## config.mk

```make
export PLATFORM = sky130hd
export DESIGN_NAME = hlec_queue
export DESIGN_NICKNAME = d
export VERILOG_FILES = /design/src/hashed_lock_event_counter_table_top_defines.svh /design/src/hlec_pkg.sv /design/src/hlec_queue.sv
export SDC_FILE = /design/constraint.sdc
export NUM_CORES = 1
export LEC_CHECK = 0
export BUFFER_PORTS_ARGS = -buffer_cell sky130_fd_sc_hd__clkbuf_2
export CAP_MARGIN = 5
export CORE_MARGIN = 2
export CORE_UTILIZATION = 47
export DETAILED_ROUTE_END_ITERATION = 10
export GPL_TIMING_DRIVEN = 1
export PLACE_DENSITY = 0.86
export SYNTH_ARGS = -nofsm -noshare
export SYNTH_HDL_FRONTEND = slang
export SYNTH_SLANG_ARGS = --single-unit
```

## constraint.sdc

```tcl
create_clock -name clk -period 4.8 [get_ports clk]
set_input_delay 0.72 -clock clk [delete_from_list [all_inputs] [get_ports clk]]
set_output_delay 0.72 -clock clk [all_outputs]
set_load 0.005 [all_outputs]
```

## src/hashed_lock_event_counter_table_top_defines.svh

```systemverilog
// ----------------------------------------------------------------------------
// hashed lock event counter table: assertion macros
// shared checks written as one-line macros for the rtl files
// ----------------------------------------------------------------------------
`ifndef HASHED_LOCK_EVENT_COUNTER_TABLE_TOP_DEFINES_SVH
`define HASHED_LOCK_EVENT_COUNTER_TABLE_TOP_DEFINES_SVH

// condition implies consequence in the same cycle
`define HLEC_ASSERT_SAME(lbl, cond, cons) \
	lbl: assert property (@(posedge clk) disable iff (!arst_n) (cond) |-> (cons)) \
		else $error("hlec check failed");

// condition implies consequence in the next cycle
`define HLEC_ASSERT_NEXT(lbl, cond, cons) \
	lbl: assert property (@(posedge clk) disable iff (!arst_n) (cond) |=> (cons)) \
		else $error("hlec check failed");

`endif

```

## src/hlec_pkg.sv

```systemverilog
// ----------------------------------------------------------------------------
// hlec_pkg
// types and constants shared by the lock event counter table
// ----------------------------------------------------------------------------
package hlec_pkg;

	localparam int unsigned TABLE_ENTRIES = 512;
	localparam int unsigned SLOT_W        = 9;
	localparam int unsigned KEY_W         = 48;
	localparam int unsigned TAG_W         = 32;
	localparam int unsigned CNT_W         = 32;
	localparam int unsigned PROBE_LIMIT   = 16;
	localparam int unsigned QUEUE_DEPTH   = 2;

	// request codes
	localparam logic [1:0] REQ_REGISTER = 2'd0;
	localparam logic [1:0] REQ_EVENT    = 2'd1;

	// status codes
	localparam logic [1:0] ST_OK       = 2'd0;
	localparam logic [1:0] ST_MISS     = 2'd1;
	localparam logic [1:0] ST_ZERO_KEY = 2'd2;

	typedef enum logic [1:0] {
		CMD_READ     = 2'd0,
		CMD_ZERO     = 2'd1,
		CMD_REGISTER = 2'd2,
		CMD_EVENT    = 2'd3
	} cmd_kind_t;

	typedef struct packed {
		cmd_kind_t          kind;
		logic [KEY_W-1:0]   key;
		logic [TAG_W-1:0]   tag;
		logic [SLOT_W-1:0]  slot;
	} cmd_t;

	typedef struct packed {
		logic [KEY_W-1:0] key;
		logic [TAG_W-1:0] tag;
		logic [CNT_W-1:0] count;
	} entry_t;

	typedef struct packed {
		logic [1:0]        status;
		logic [SLOT_W-1:0] slot;
		logic [KEY_W-1:0]  key;
		logic [TAG_W-1:0]  name;
		logic [CNT_W-1:0]  count;
	} result_t;

	typedef struct packed {
		logic clearing;
	} back_status_t;

endpackage

```

## src/hlec_queue.sv

```systemverilog
// ----------------------------------------------------------------------------
// hlec_queue
// two-entry command queue between the front and the back
// ----------------------------------------------------------------------------
module hlec_queue (
	input  logic           clk,
	input  logic           arst_n,
	input  logic           push,
	input  hlec_pkg::cmd_t push_cmd,
	input  logic           pop,
	output logic           full,
	output logic           empty,
	output hlec_pkg::cmd_t head
);
	hlec_pkg::cmd_t ent_q [hlec_pkg::QUEUE_DEPTH];
	logic           wp_q, rp_q;
	logic [1:0]     cnt_q;

	assign full  = cnt_q == 2'(hlec_pkg::QUEUE_DEPTH);
	assign empty = cnt_q == 2'd0;
	assign head  = ent_q[rp_q];

	always_ff @(posedge clk) begin
		if (push) ent_q[wp_q] <= push_cmd;
	end

	always_ff @(posedge clk or negedge arst_n) begin
		if (!arst_n) begin
			wp_q  <= 1'b0;
			rp_q  <= 1'b0;
			cnt_q <= 2'd0;
		end else begin
			if (push) wp_q <= !wp_q;
			if (pop) rp_q <= !rp_q;
			cnt_q <= cnt_q + 2'(push) - 2'(pop);
		end
	end
endmodule

```

Word-level counts from Yosys, hierarchy flattened --
Memories as Yosys holds them, arrays and structs flattened. Index checks and enable logic that the tools add are counted.
Cells by class: $add $sub $neg 2, equality and inequality tests 1, multiplexer cells 2, reductions and logical operators 3
Operators by type and width (number):
- 2-bit by 1-bit adder with 2-bit output | 1
- 2-bit == test, second input constant | 1
- 1-bit zero test | 2
- 2-bit zero test | 1
- 1-bit two-way mux | 2
- 2-bit by 1-bit subtractor with 2-bit output | 1
Word-level totals: flip-flop bits (word level) 4, bits in writable memories 182, output and inout port bits 93, memories kept 1
Memory list:
- ent_q | words 2, width 91, rd ports 1, clocked after memory_dff 0, write ports 1, line hlec_queue.sv:15 | hlec_pkg::cmd_t ent_q [hlec_pkg::QUEUE_DEPTH];

Longest topological paths before layout --
word-level depth 2, depth in mapped cells 5, mapped depth without buffers 5

Worst setup path after synthesis --
Ideal clock, no wire load.
path kind input port to flip-flop, start point input push, end point memory ent_q[0][0] (netlist name) (enable), library setup time 552 ps, arrival time 4688 ps, slack -440 ps, stages 1, buffers on the path 0, cells stage by stage nor2b_1
Between the ends: word-level cells in the longest chain between the ends 2
Ends and longest elaborated chain:
- start, declared | line hlec_queue.sv:8 | input logic push,
- 1-bit two-way mux | line hlec_queue.sv:24 | if (push) ent_q[wp_q] <= push_cmd;
- 1-bit two-way mux (implied by the code) | line hlec_queue.sv:24
- end, declared | line hlec_queue.sv:15
No other way between the ends.

==> impl_summary.log <==
INFO  metric number_of_nets_with_antenna_violations_after_detailed_routing = 0
INFO  metric grt_max_degree = 61
INFO  metric power_density_normalized_to_cell_area = 572 nW/um^2
INFO  metric clock_sinks = 186
INFO  metric clockBufferDepth = 2
INFO  metric dpl.hpwl = 8.04 mm
INFO  metric groute.layer.met3.usage = 5.32%
INFO  metric top_reg_cell_synth = sky130_fd_sc_hd__edfxtp_1
INFO  metric synth.net_count = 395
INFO  metric synth_area = 7160 um^2
INFO  metric hold_violations = 0
INFO  metric layout.area.seq = 5570 um^2
INFO  metric ys_top_cells_by_area = sky130_fd_sc_hd__edfxtp_1 76%, sky130_fd_sc_hd__mux2_4 17%, sky130_fd_sc_hd__buf_12 2.2%, sky130_fd_sc_hd__mux2_2 1.7%, sky130_fd_sc_hd__dfrtp_1 1.4%
INFO  metric netlist.top_cell.by_area = sky130_fd_sc_hd__edfxtp_1
INFO  metric ir_drop = 0.000333 V
INFO  metric grt_setup_unrepaired = no
INFO  metric drt-wirelength-per-cell = 16.9 um
INFO  metric initial_core_util = 47.6%
INFO  metric syn-instance-count = 298
INFO  metric static-leakage-power = 3.58 nW
INFO  metric timing.final.crit_period = 3.22 ns
INFO  metric setup_fix_buffers_added_after_clock_tree_synthesis = 0
INFO  metric crit_type = reg -> out
INFO  metric utilization = 58.2%
INFO  metric htreeDepth = 4
INFO  metric numPortBuffers = 187
INFO  metric n_fill_cell = 1,145
INFO  metric fp.coreArea = 15,000 um^2
INFO  metric timing.final.crit_share = 67.1%
INFO  metric final_net_count = 596
INFO  metric drv_slew = 0
INFO  metric grt_pass1_vias = 3,473
INFO  metric reg2reg_setup_slack = 2.57 ns
INFO  metric grt_use_total = 14.7%
INFO  metric result_of_the_run = completed
INFO  metric chipHeight = 127 um
INFO  metric gr-usage-met2 = 25.3%
INFO  metric p_total = 0.00500 W
INFO  metric worst_pin_slew = 1.15 ns
INFO  metric placementRows = 45
INFO  metric cp-startpoint = rp_q
INFO  metric timing.final.setup_violations = 0
INFO  metric initialDrtViolationCount = 159
INFO  metric stdcell_area = 8740 um^2
INFO  metric tritoncts = built
INFO  metric yosys_warnings = 0
INFO  metric synth_sequential_area_ratio = 77.7%
INFO  metric route.vias.total = 3,398
INFO  metric gr-total-overflow = 0
INFO  metric antenna_found_initial = 0
INFO  metric endpoint = head[59]
INFO  metric synth.ff_latch_count = 186
INFO  metric synth_most_common_cell = sky130_fd_sc_hd__edfxtp_1
INFO  metric worstRegToRegCells = 2
INFO  metric grt_first_pass_wirelength = 17.7 mm
INFO  metric setup_total_negative_slack = 0 ns
INFO  metric antenna_cells_inserted = 0
INFO  metric maxSlewHeadroom = 23.3%
INFO  metric reg2reg_from = wp_q
INFO  metric cts_resized = 0
INFO  metric cap_violations = 0
INFO  metric cts.reportedPaths.clkPinSlew = 0.06 ns
INFO  metric cts_root_buffer = sky130_fd_sc_hd__clkbuf_16
INFO  metric routed_wl = 11.8 mm
INFO  metric multi_input_area = 1420 um^2
INFO  metric yosysTopAreaCellShare = 76.3%
INFO  metric route.detailed.vias_per_inst = 4.86
INFO  metric setup.worst_path.end_class = primary output
INFO  metric worstSkewPairLatency = 0.42 ns
INFO  metric globalRouteMet1Util = 16.5%
INFO  metric top_usage_layer = met2
INFO  metric syn_avg_cell_area = 24.0 um^2
INFO  metric worstPathArrival = 2.50 ns
INFO  metric synth.lib_cells_used.distinct = 14
INFO  metric remaining_drc_errors = 0
INFO  metric synth_commonest_cells = 182 x sky130_fd_sc_hd__edfxtp_1, 80 x sky130_fd_sc_hd__mux2_4, 11 x sky130_fd_sc_hd__mux2_2
INFO  metric cts_inserted_buffers = 17
INFO  metric async_sr_flop_fraction = 2.15%
INFO  metric placed_area = 8210 um^2
INFO  metric worst_clock_skew = 0.00806 ns
INFO  metric post_route_cells_drive_above_1_share = 61.1%
INFO  metric floorplan.io_pins = 188
INFO  metric layout-area-overhead-vs-synth = 22.1%
INFO  metric die_outline_area = 16,200 um^2
INFO  metric crit_required = 4.08 ns
INFO  metric r2r-end = ent_q[0][7]
INFO  metric cts_hold_buffers = 0
INFO  metric synth-edff-count = 182
INFO  metric dr.pass1.iters = 4
INFO  metric gp_congestion = 0.765
INFO  metric worstSetupStartpointType = flop
INFO  metric min_path_type = in -> async
INFO  metric width_of_the_die = 127 um
INFO  metric timing.critical_path.fanout_max = 59
INFO  metric fmax = 310 MHz
-- through the flow --
stage,std cells,worst slack (ns),hold slack (ns)
2_1_floorplan,298,1.27,0.424
3_3_place_gp,668,2.04,0.527
3_5_place_dp,668,2.00,0.536
4_1_cts,699,1.52,0.0720
5_1_grt,699,1.45,0.0809
6_report,699,1.58,0.0948
-- worst min-delay path by stage --
stage	from	endpoint	slack, ns	cells after the start
6_report	arst_n	cnt_q[0]	0.09	1
3_5_place_dp	arst_n	cnt_q[1]	0.54	1
3_3_place_gp	arst_n	cnt_q[1]	0.53	1
2_1_floorplan	arst_n	cnt_q[0]	0.42	0
5_1_grt	arst_n	cnt_q[0]	0.08	1
4_1_cts	arst_n	wp_q	0.07	1
-- cells in the final DEF, fill, tap and decap left out, drive strengths merged --
master    instances
clkbuf          206
edfxtp          182
mux2             91
clkinv            7
buf               5
dfrtp             4
inv               4
xor2              2
ha                2
clkinvlp          2
nor2b             2
xor3              1
nor2              1
and2              1
bufinv            1
-- state kept, by name, summed over array words and instances (netlist names) --
signal  count
cnt_q       2
ent_q     182
wp_q        1
rp_q        1
-- final cells by class --
| class | instances | area share (%) |
|---|---|---|
| inverters | 2 | 0.0859 |
| repair buffers | 192 | 11.1 |
| multi-input cells | 100 | 16.3 |
| clock buffers | 19 | 4.95 |
| well taps | 188 | 2.69 |
| clock inverters | 12 | 1.16 |
| flip-flops and latches | 186 | 63.7 |
-- power by group --
part | internal [W] | switching (W)
Clock | 0.000708 | 0.000556
Combinational | 0.000817 | 0.000553
Sequential | 0.00216 | 0.000208
Total | 0.00368 | 0.00132
-- cell families after synthesis --
kind of cell	synth area share [%]
xor+xnor	0.576
fa+ha+maj	0.349
buf+inv	2.57
flops	77.7
mux	18.5
simple gates	0.314
-- routing by layer --
layer | vias to the layer above | wire length (um)
met5 | - | 0
met4 | 0 | 272
met3 | 24 | 811
met2 | 123 | 6130
met1 | 1665 | 4630
li1 | 1586 | -
-- critical path: stages, from the launching register on --
cell	delay, ns
sky130_fd_sc_hd__dfrtp_4	1.12
sky130_fd_sc_hd__buf_4	0.46
sky130_fd_sc_hd__mux2_4	0.34
sky130_fd_sc_hd__clkbuf_2	0.11
No activity file was read; power rests on OpenSTA's default activity.
