==> config.mk <==
export PLATFORM = sky130hd
export DESIGN_NAME = hlec_front_flat
export DESIGN_NICKNAME = d
export VERILOG_FILES = /design/src/hashed_lock_event_counter_table_top_defines.svh /design/src/hlec_pkg.sv /design/src/hlec_req_if.sv /design/src/hlec_front.sv /design/src/flat_wrapper.sv
export SDC_FILE = /design/constraint.sdc
export NUM_CORES = 1
export LEC_CHECK = 0
export BUFFER_PORTS_ARGS = -buffer_cell sky130_fd_sc_hd__buf_2
export CAP_MARGIN = 0
export CORE_AREA = 2 2 72 74
export DETAILED_ROUTE_END_ITERATION = 10
export DIE_AREA = 0 0 74 76
export MAX_ROUTING_LAYER = met4
export PLACE_DENSITY = 0.67
export SLEW_MARGIN = 20
export SYNTH_ARGS = -nofsm -noshare
export SYNTH_HDL_FRONTEND = slang
export SYNTH_SLANG_ARGS = --single-unit
==> constraint.sdc <==
create_clock -name vclk -period 0.8
set_input_delay 0.04 -clock vclk [all_inputs]
set_output_delay 0.04 -clock vclk [all_outputs]
set_load 0.02 [all_outputs]
==> src/hashed_lock_event_counter_table_top_defines.svh <==
// ----------------------------------------------------------------------------
// hashed lock event counter table: assertion macros
// shared checks written as one-line macros for the rtl files
// ----------------------------------------------------------------------------
`ifndef HASHED_LOCK_EVENT_COUNTER_TABLE_TOP_DEFINES_SVH
`define HASHED_LOCK_EVENT_COUNTER_TABLE_TOP_DEFINES_SVH

// condition implies consequence in the same cycle
`define HLEC_ASSERT_SAME(lbl, cond, cons) \
	lbl: assert property (@(posedge clk) disable iff (!arst_n) (cond) |-> (cons)) \
		else $error("hlec check failed");

// condition implies consequence in the next cycle
`define HLEC_ASSERT_NEXT(lbl, cond, cons) \
	lbl: assert property (@(posedge clk) disable iff (!arst_n) (cond) |=> (cons)) \
		else $error("hlec check failed");

`endif

==> src/hlec_pkg.sv <==
// ----------------------------------------------------------------------------
// hlec_pkg
// types and constants shared by the lock event counter table
// ----------------------------------------------------------------------------
package hlec_pkg;

	localparam int unsigned TABLE_ENTRIES = 512;
	localparam int unsigned SLOT_W        = 9;
	localparam int unsigned KEY_W         = 48;
	localparam int unsigned TAG_W         = 32;
	localparam int unsigned CNT_W         = 32;
	localparam int unsigned PROBE_LIMIT   = 16;
	localparam int unsigned QUEUE_DEPTH   = 2;

	// request codes
	localparam logic [1:0] REQ_REGISTER = 2'd0;
	localparam logic [1:0] REQ_EVENT    = 2'd1;

	// status codes
	localparam logic [1:0] ST_OK       = 2'd0;
	localparam logic [1:0] ST_MISS     = 2'd1;
	localparam logic [1:0] ST_ZERO_KEY = 2'd2;

	typedef enum logic [1:0] {
		CMD_READ     = 2'd0,
		CMD_ZERO     = 2'd1,
		CMD_REGISTER = 2'd2,
		CMD_EVENT    = 2'd3
	} cmd_kind_t;

	typedef struct packed {
		cmd_kind_t          kind;
		logic [KEY_W-1:0]   key;
		logic [TAG_W-1:0]   tag;
		logic [SLOT_W-1:0]  slot;
	} cmd_t;

	typedef struct packed {
		logic [KEY_W-1:0] key;
		logic [TAG_W-1:0] tag;
		logic [CNT_W-1:0] count;
	} entry_t;

	typedef struct packed {
		logic [1:0]        status;
		logic [SLOT_W-1:0] slot;
		logic [KEY_W-1:0]  key;
		logic [TAG_W-1:0]  name;
		logic [CNT_W-1:0]  count;
	} result_t;

	typedef struct packed {
		logic clearing;
	} back_status_t;

endpackage

==> src/hlec_req_if.sv <==
// ----------------------------------------------------------------------------
// hlec_req_if
// request channel: valid, ready and one request item
// ----------------------------------------------------------------------------
interface hlec_req_if;
	logic                        valid;
	logic                        ready;
	logic [1:0]                  req_type;
	logic [hlec_pkg::KEY_W-1:0]  key;
	logic [hlec_pkg::TAG_W-1:0]  name_tag;
	logic [hlec_pkg::SLOT_W-1:0] read_index;

	modport source (output valid, req_type, key, name_tag, read_index, input ready);
	modport sink (input valid, req_type, key, name_tag, read_index, output ready);
endinterface

==> src/hlec_front.sv <==
// ----------------------------------------------------------------------------
// hlec_front
// accepts request items, classifies them and computes the start slot
// ----------------------------------------------------------------------------
module hlec_front (
	hlec_req_if.sink              req,
	input  hlec_pkg::back_status_t bstat,
	input  logic                  full,
	output logic                  push,
	output hlec_pkg::cmd_t        cmd
);
	logic [hlec_pkg::SLOT_W-1:0] start;

	assign req.ready = !full && !bstat.clearing;
	assign push      = req.valid && req.ready;

	// low bits of key ^ (key >> 8) ^ (key >> 16)
	assign start = req.key[8:0] ^ req.key[16:8] ^ req.key[24:16];

	always_comb begin
		cmd.key  = req.key;
		cmd.tag  = req.name_tag;
		cmd.slot = start;
		if (req.req_type[1]) begin
			cmd.kind = hlec_pkg::CMD_READ;
			cmd.slot = req.read_index;
		end else if (req.key == '0) begin
			cmd.kind = hlec_pkg::CMD_ZERO;
		end else if (req.req_type == hlec_pkg::REQ_REGISTER) begin
			cmd.kind = hlec_pkg::CMD_REGISTER;
		end else begin
			cmd.kind = hlec_pkg::CMD_EVENT;
		end
	end
endmodule

==> src/flat_wrapper.sv <==
// flat-port wrapper written by rule: the top's interface ports become plain ports
module hlec_front_flat 
  (bstat, full, push, cmd, req_valid, req_req_type, req_key, req_name_tag, req_read_index, req_ready);
  hlec_req_if req_i ();
  input  hlec_pkg::back_status_t bstat;
  input  logic full;
  output logic push;
  output hlec_pkg::cmd_t cmd;
  input wire logic [$bits(req_i.valid)-1:0] req_valid;
  input wire logic [$bits(req_i.req_type)-1:0] req_req_type;
  input wire logic [$bits(req_i.key)-1:0] req_key;
  input wire logic [$bits(req_i.name_tag)-1:0] req_name_tag;
  input wire logic [$bits(req_i.read_index)-1:0] req_read_index;
  output wire logic [$bits(req_i.ready)-1:0] req_ready;
  assign req_i.valid = req_valid;
  assign req_i.req_type = req_req_type;
  assign req_i.key = req_key;
  assign req_i.name_tag = req_name_tag;
  assign req_i.read_index = req_read_index;
  assign req_ready = req_i.ready;
  hlec_front u_core (.req(req_i), .bstat(bstat), .full(full), .push(push), .cmd(cmd));
endmodule
**Word level (Yosys, flattened, before mapping)**

Cells that the tools add are included.

- Mux-type cells: 4
- Bitwise operators: 2
- Reduce and logical (&&, ||, !) cells: 6

Operators by type and width:

| kind | count |
|---|---|
| $logic_not A48 Y1 | 1 |
| $xor A9 B9 Y9 | 2 |
| $mux W9 | 1 |
| $mux W2 | 2 |
| $logic_and A1 B1 Y1 | 2 |
| $logic_not A1 Y1 | 2 |
| $logic_not A2 Y1 | 1 |
| $mux W1 | 1 |

- Register bits: 0
- Input port bits: 94
- Output and inout bits: 93
- Word-level logic and storage cells: 12

**Depth between registers and ports, before layout**

- Depth in word-level cells: 4
- Mapped depth: 4
- Mapped depth without buffers: 3

**Least setup slack after synthesis**

No wires, ideal clock.

- Path type: input port to output port
- From: input port req_key[12]
- To: output port cmd[89] (netlist bit)
- Data arrival time: 1,010 ps
- Data required time: 760 ps
- Path slack: -250 ps
- Stages on the path: 3
- Buffers on the path: 0
- Cells stage by stage: nor4_2 > nand4_1 > o41ai_2

RTL lines:

| element | line | RTL |
|---|---|---|
| from (decl) | flat_wrapper.sv:11 | `input wire logic [$bits(req_i.key)-1:0] req_key;` |
| to (decl) | flat_wrapper.sv:8 | `output hlec_pkg::cmd_t cmd;` |

==> results.toml <==
[run_status]
status = "complete, but fails checks"
violated_checks = "negative setup slack"

[route]
avgRoutedWirePerCell_um = 11.4
vias_per_cell = 3.85
first_pass_iters = 2
detail_route.iter0.violations = 4
drc = 0
postRouteWirelength_um = 3160
postRouteAntennaNets = 0
dr_total_vias = 1066

[global_route]
globalRouteTotalUtil = 0.101
pin_count_of_the_biggest_net_entering_global_routing = 19
use_met2 = 0.193
grt_most_used_layer = "met2"
grt_use_met1 = 0.105
number_of_global_route_vias_before_repair = 1009
antenna_found_initial = 0
grt_remaining_overflow = 0
grt.met3_usage = 0.00794
grt_pass1_wl_um = 4400

[synth]
yosys.cell_types.count = 14
ys_warn_count = 0
synth_top_family_by_area = "buffers and inverters"
synth_simple_gate_area_share = 0.167
synth_xor_area_frac = 0.149
synth_largest_type_area_fraction = 0.602
syn_area_per_cell_sq_um = 7.23
syn_inst = 138
synth.area.mux_share = 0
ys_top_cells_by_area = "buf_4, xnor2_1, xor2_1"
post-synth-top-area-cell = "buf_4"
synth_seq_area_share = 0
post_synth_fa_ha_maj_area_fraction = 0
synth_compound_gate_area_share = 0.0703
postSynthNetCount = 232
synth_area_sq_um = 997

[die]
floorplan.rows = 26
area_of_the_core_sq_mm = 0.00491
die_w_um = 74
design.die.area_sq_mm = 0.00562
die_h_um = 76
initial_core_util = 0.203
io_pins = 187

[cells_and_area]
design.seq.count = 0
clkbuf_count = 0
final_net_count = 303
final_layout_size_suffix_gt1_frac = 0.816
final_area_sq_mm = 0.00169
num_antenna_cells = 0
post-route-util = 0.345
area_growth_syn_to_layout_pct = 69.8
seqCellArea_sq_um = 0

[power]
p_sw_frac = 0.506
p_clk_frac = 0
power-per-cell-area_mw_per_mm2 = 675
seqPwrFrac = 0
power.static_leakage_nw = 0.858
max-vdd-ir-drop_uv = 274
power_switching_w = 0.000579
intPower_w = 0.000564
power.total_w = 0.00114
p_comb_frac = 1.000

[timing]
setup-violations-final = 11
timing.final.max_slew_violations = 0
rsz0062_at_grt = "yes"
worst_slack_ns = -0.434
timing.slew.headroom = 0.832
worst_tran_pin_value_ns = 0.250
post-route-period-util = 1.54
hold_viol_final = 0
finalCriticalPeriod_ns = 1.23
fmax_ghz = 0.810

[setup_path]
worst_setup_path_endpoint = "cmd[89]"
required_ns = 0.76
cp_data_arrival_time_ns = 1.19
startpoint_type = "input pin"
critical_path.max_fanout = 2
crit_path_start = "req_key[17]"
capturing_element_type_of_the_critical_path = "primary output"
path_class = "input pin to primary output"

[placed_design]
global_placer_s_final_weighted_congestion = 0.696
placed_instance_area_sq_mm = 0.00137
post-place-ws_ns = -0.750
hpwlAfterDp_um = 2770
io_buffer_count = 123

[worst_hold_path]
timing.hold.worst.class = "input pin to primary output"

[cts]
cts_hold_buffers = 0

[job]
max_cap_viol_count = 0
layout make-up:
cell class / count / area, sq um
Inverter: 1 / 3.75
Fill cell: 505 / 3220
Multi-Input combinational cell: 55 / 549
Timing Repair Buffer: 151 / 1050
Tap cell: 70 / 87.6
how the worst min path moves through the flow:
stage,from,to,slack [ns],cells past startpoint
2_1_floorplan,full,req_ready,0.16,1
5_1_grt,req_name_tag[22],cmd[31],0.08,0
3_5_place_dp,req_name_tag[8],cmd[17],0.08,0
3_3_place_gp,req_name_tag[8],cmd[17],0.08,0
6_report,req_name_tag[3],cmd[12],0.08,0
4_1_cts,req_name_tag[8],cmd[17],0.08,0
placed cells by master (no fill, tap or decap), types with 2 or more instances in the layout:
| cell | Yosys | final |
|---|---|---|
| nor4_2 | 4 | 5 |
| o21ai_1 | 0 | 9 |
| nand2_1 | 10 | 10 |
| nand4_1 | 3 | 3 |
| xor2_1 | 8 | 2 |
| buf_8 | 0 | 8 |
| buf_6 | 0 | 23 |
| xnor2_1 | 9 | 9 |
| nor4_4 | 0 | 6 |
| buf_4 | 80 | 23 |
| buf_2 | 0 | 96 |
| xor2_2 | 0 | 5 |
cell families after synthesis:
| group | after synthesis |
|---|---|
| and+or+nand+nor | 27 |
| AOI/OAI and AO/OA | 11 |
| buffers and inverters | 83 |
| xor gates and xnor gates | 17 |
worst max-delay path, stage by stage:
cell	delay, ns
buf_8	0.10
nor4_4	0.30
nand4_1	0.23
o41ai_4	0.33
buf_4	0.19
power by group through the flow:
stage | sequential, W | combinational [W] | clock [W]
3_3_place_gp | 0 | 0.000957 | 0
4_1_cts | 0 | 0.00114 | 0
3_5_place_dp | 0 | 0.000966 | 0
6_report | 0 | 0.00114 | 0
5_1_grt | 0 | 0.00122 | 0
2_1_floorplan | 0 | 0.000842 | 0
repair_timing:
action / 4_1_cts / 5_1_grt
pin swaps: 29 / 19
setup endpoints to repair: 11 / 11
resized for setup: 65 / 10
setup buffers: 1 / 2
synth_stat cells:
| cell | instances |
|---|---|
| xnor2_1 | 9 |
| nor4_2 | 4 |
| clkbuf_1 | 2 |
| o21ai_0 | 9 |
| o31a_1 | 1 |
| o41ai_2 | 1 |
| nor4_1 | 8 |
| and2_1 | 1 |
| xor2_1 | 8 |
| buf_4 | 80 |
| nor2_1 | 1 |
| inv_1 | 1 |
| nand2_1 | 10 |
| nand4_1 | 3 |
metal layers:
metal,share of wire,vias to the layer above
met5,0,-
met3,0.093,14
li1,-,511
met1,0.36,463
met4,0.025,0
met2,0.52,78
per-stage QoR:
step	TNS (ns)	hold slack, ns	cells
after detailed placement	-2.43	0.0801	276
after floorplan	-0.286	0.160	138
after CTS	-1.42	0.0801	277
after global placement	-2.39	0.0801	276
final	-1.24	0.0800	277
after global routing	-1.85	0.0800	277
Note: power is estimated with default switching activity, not from simulation.
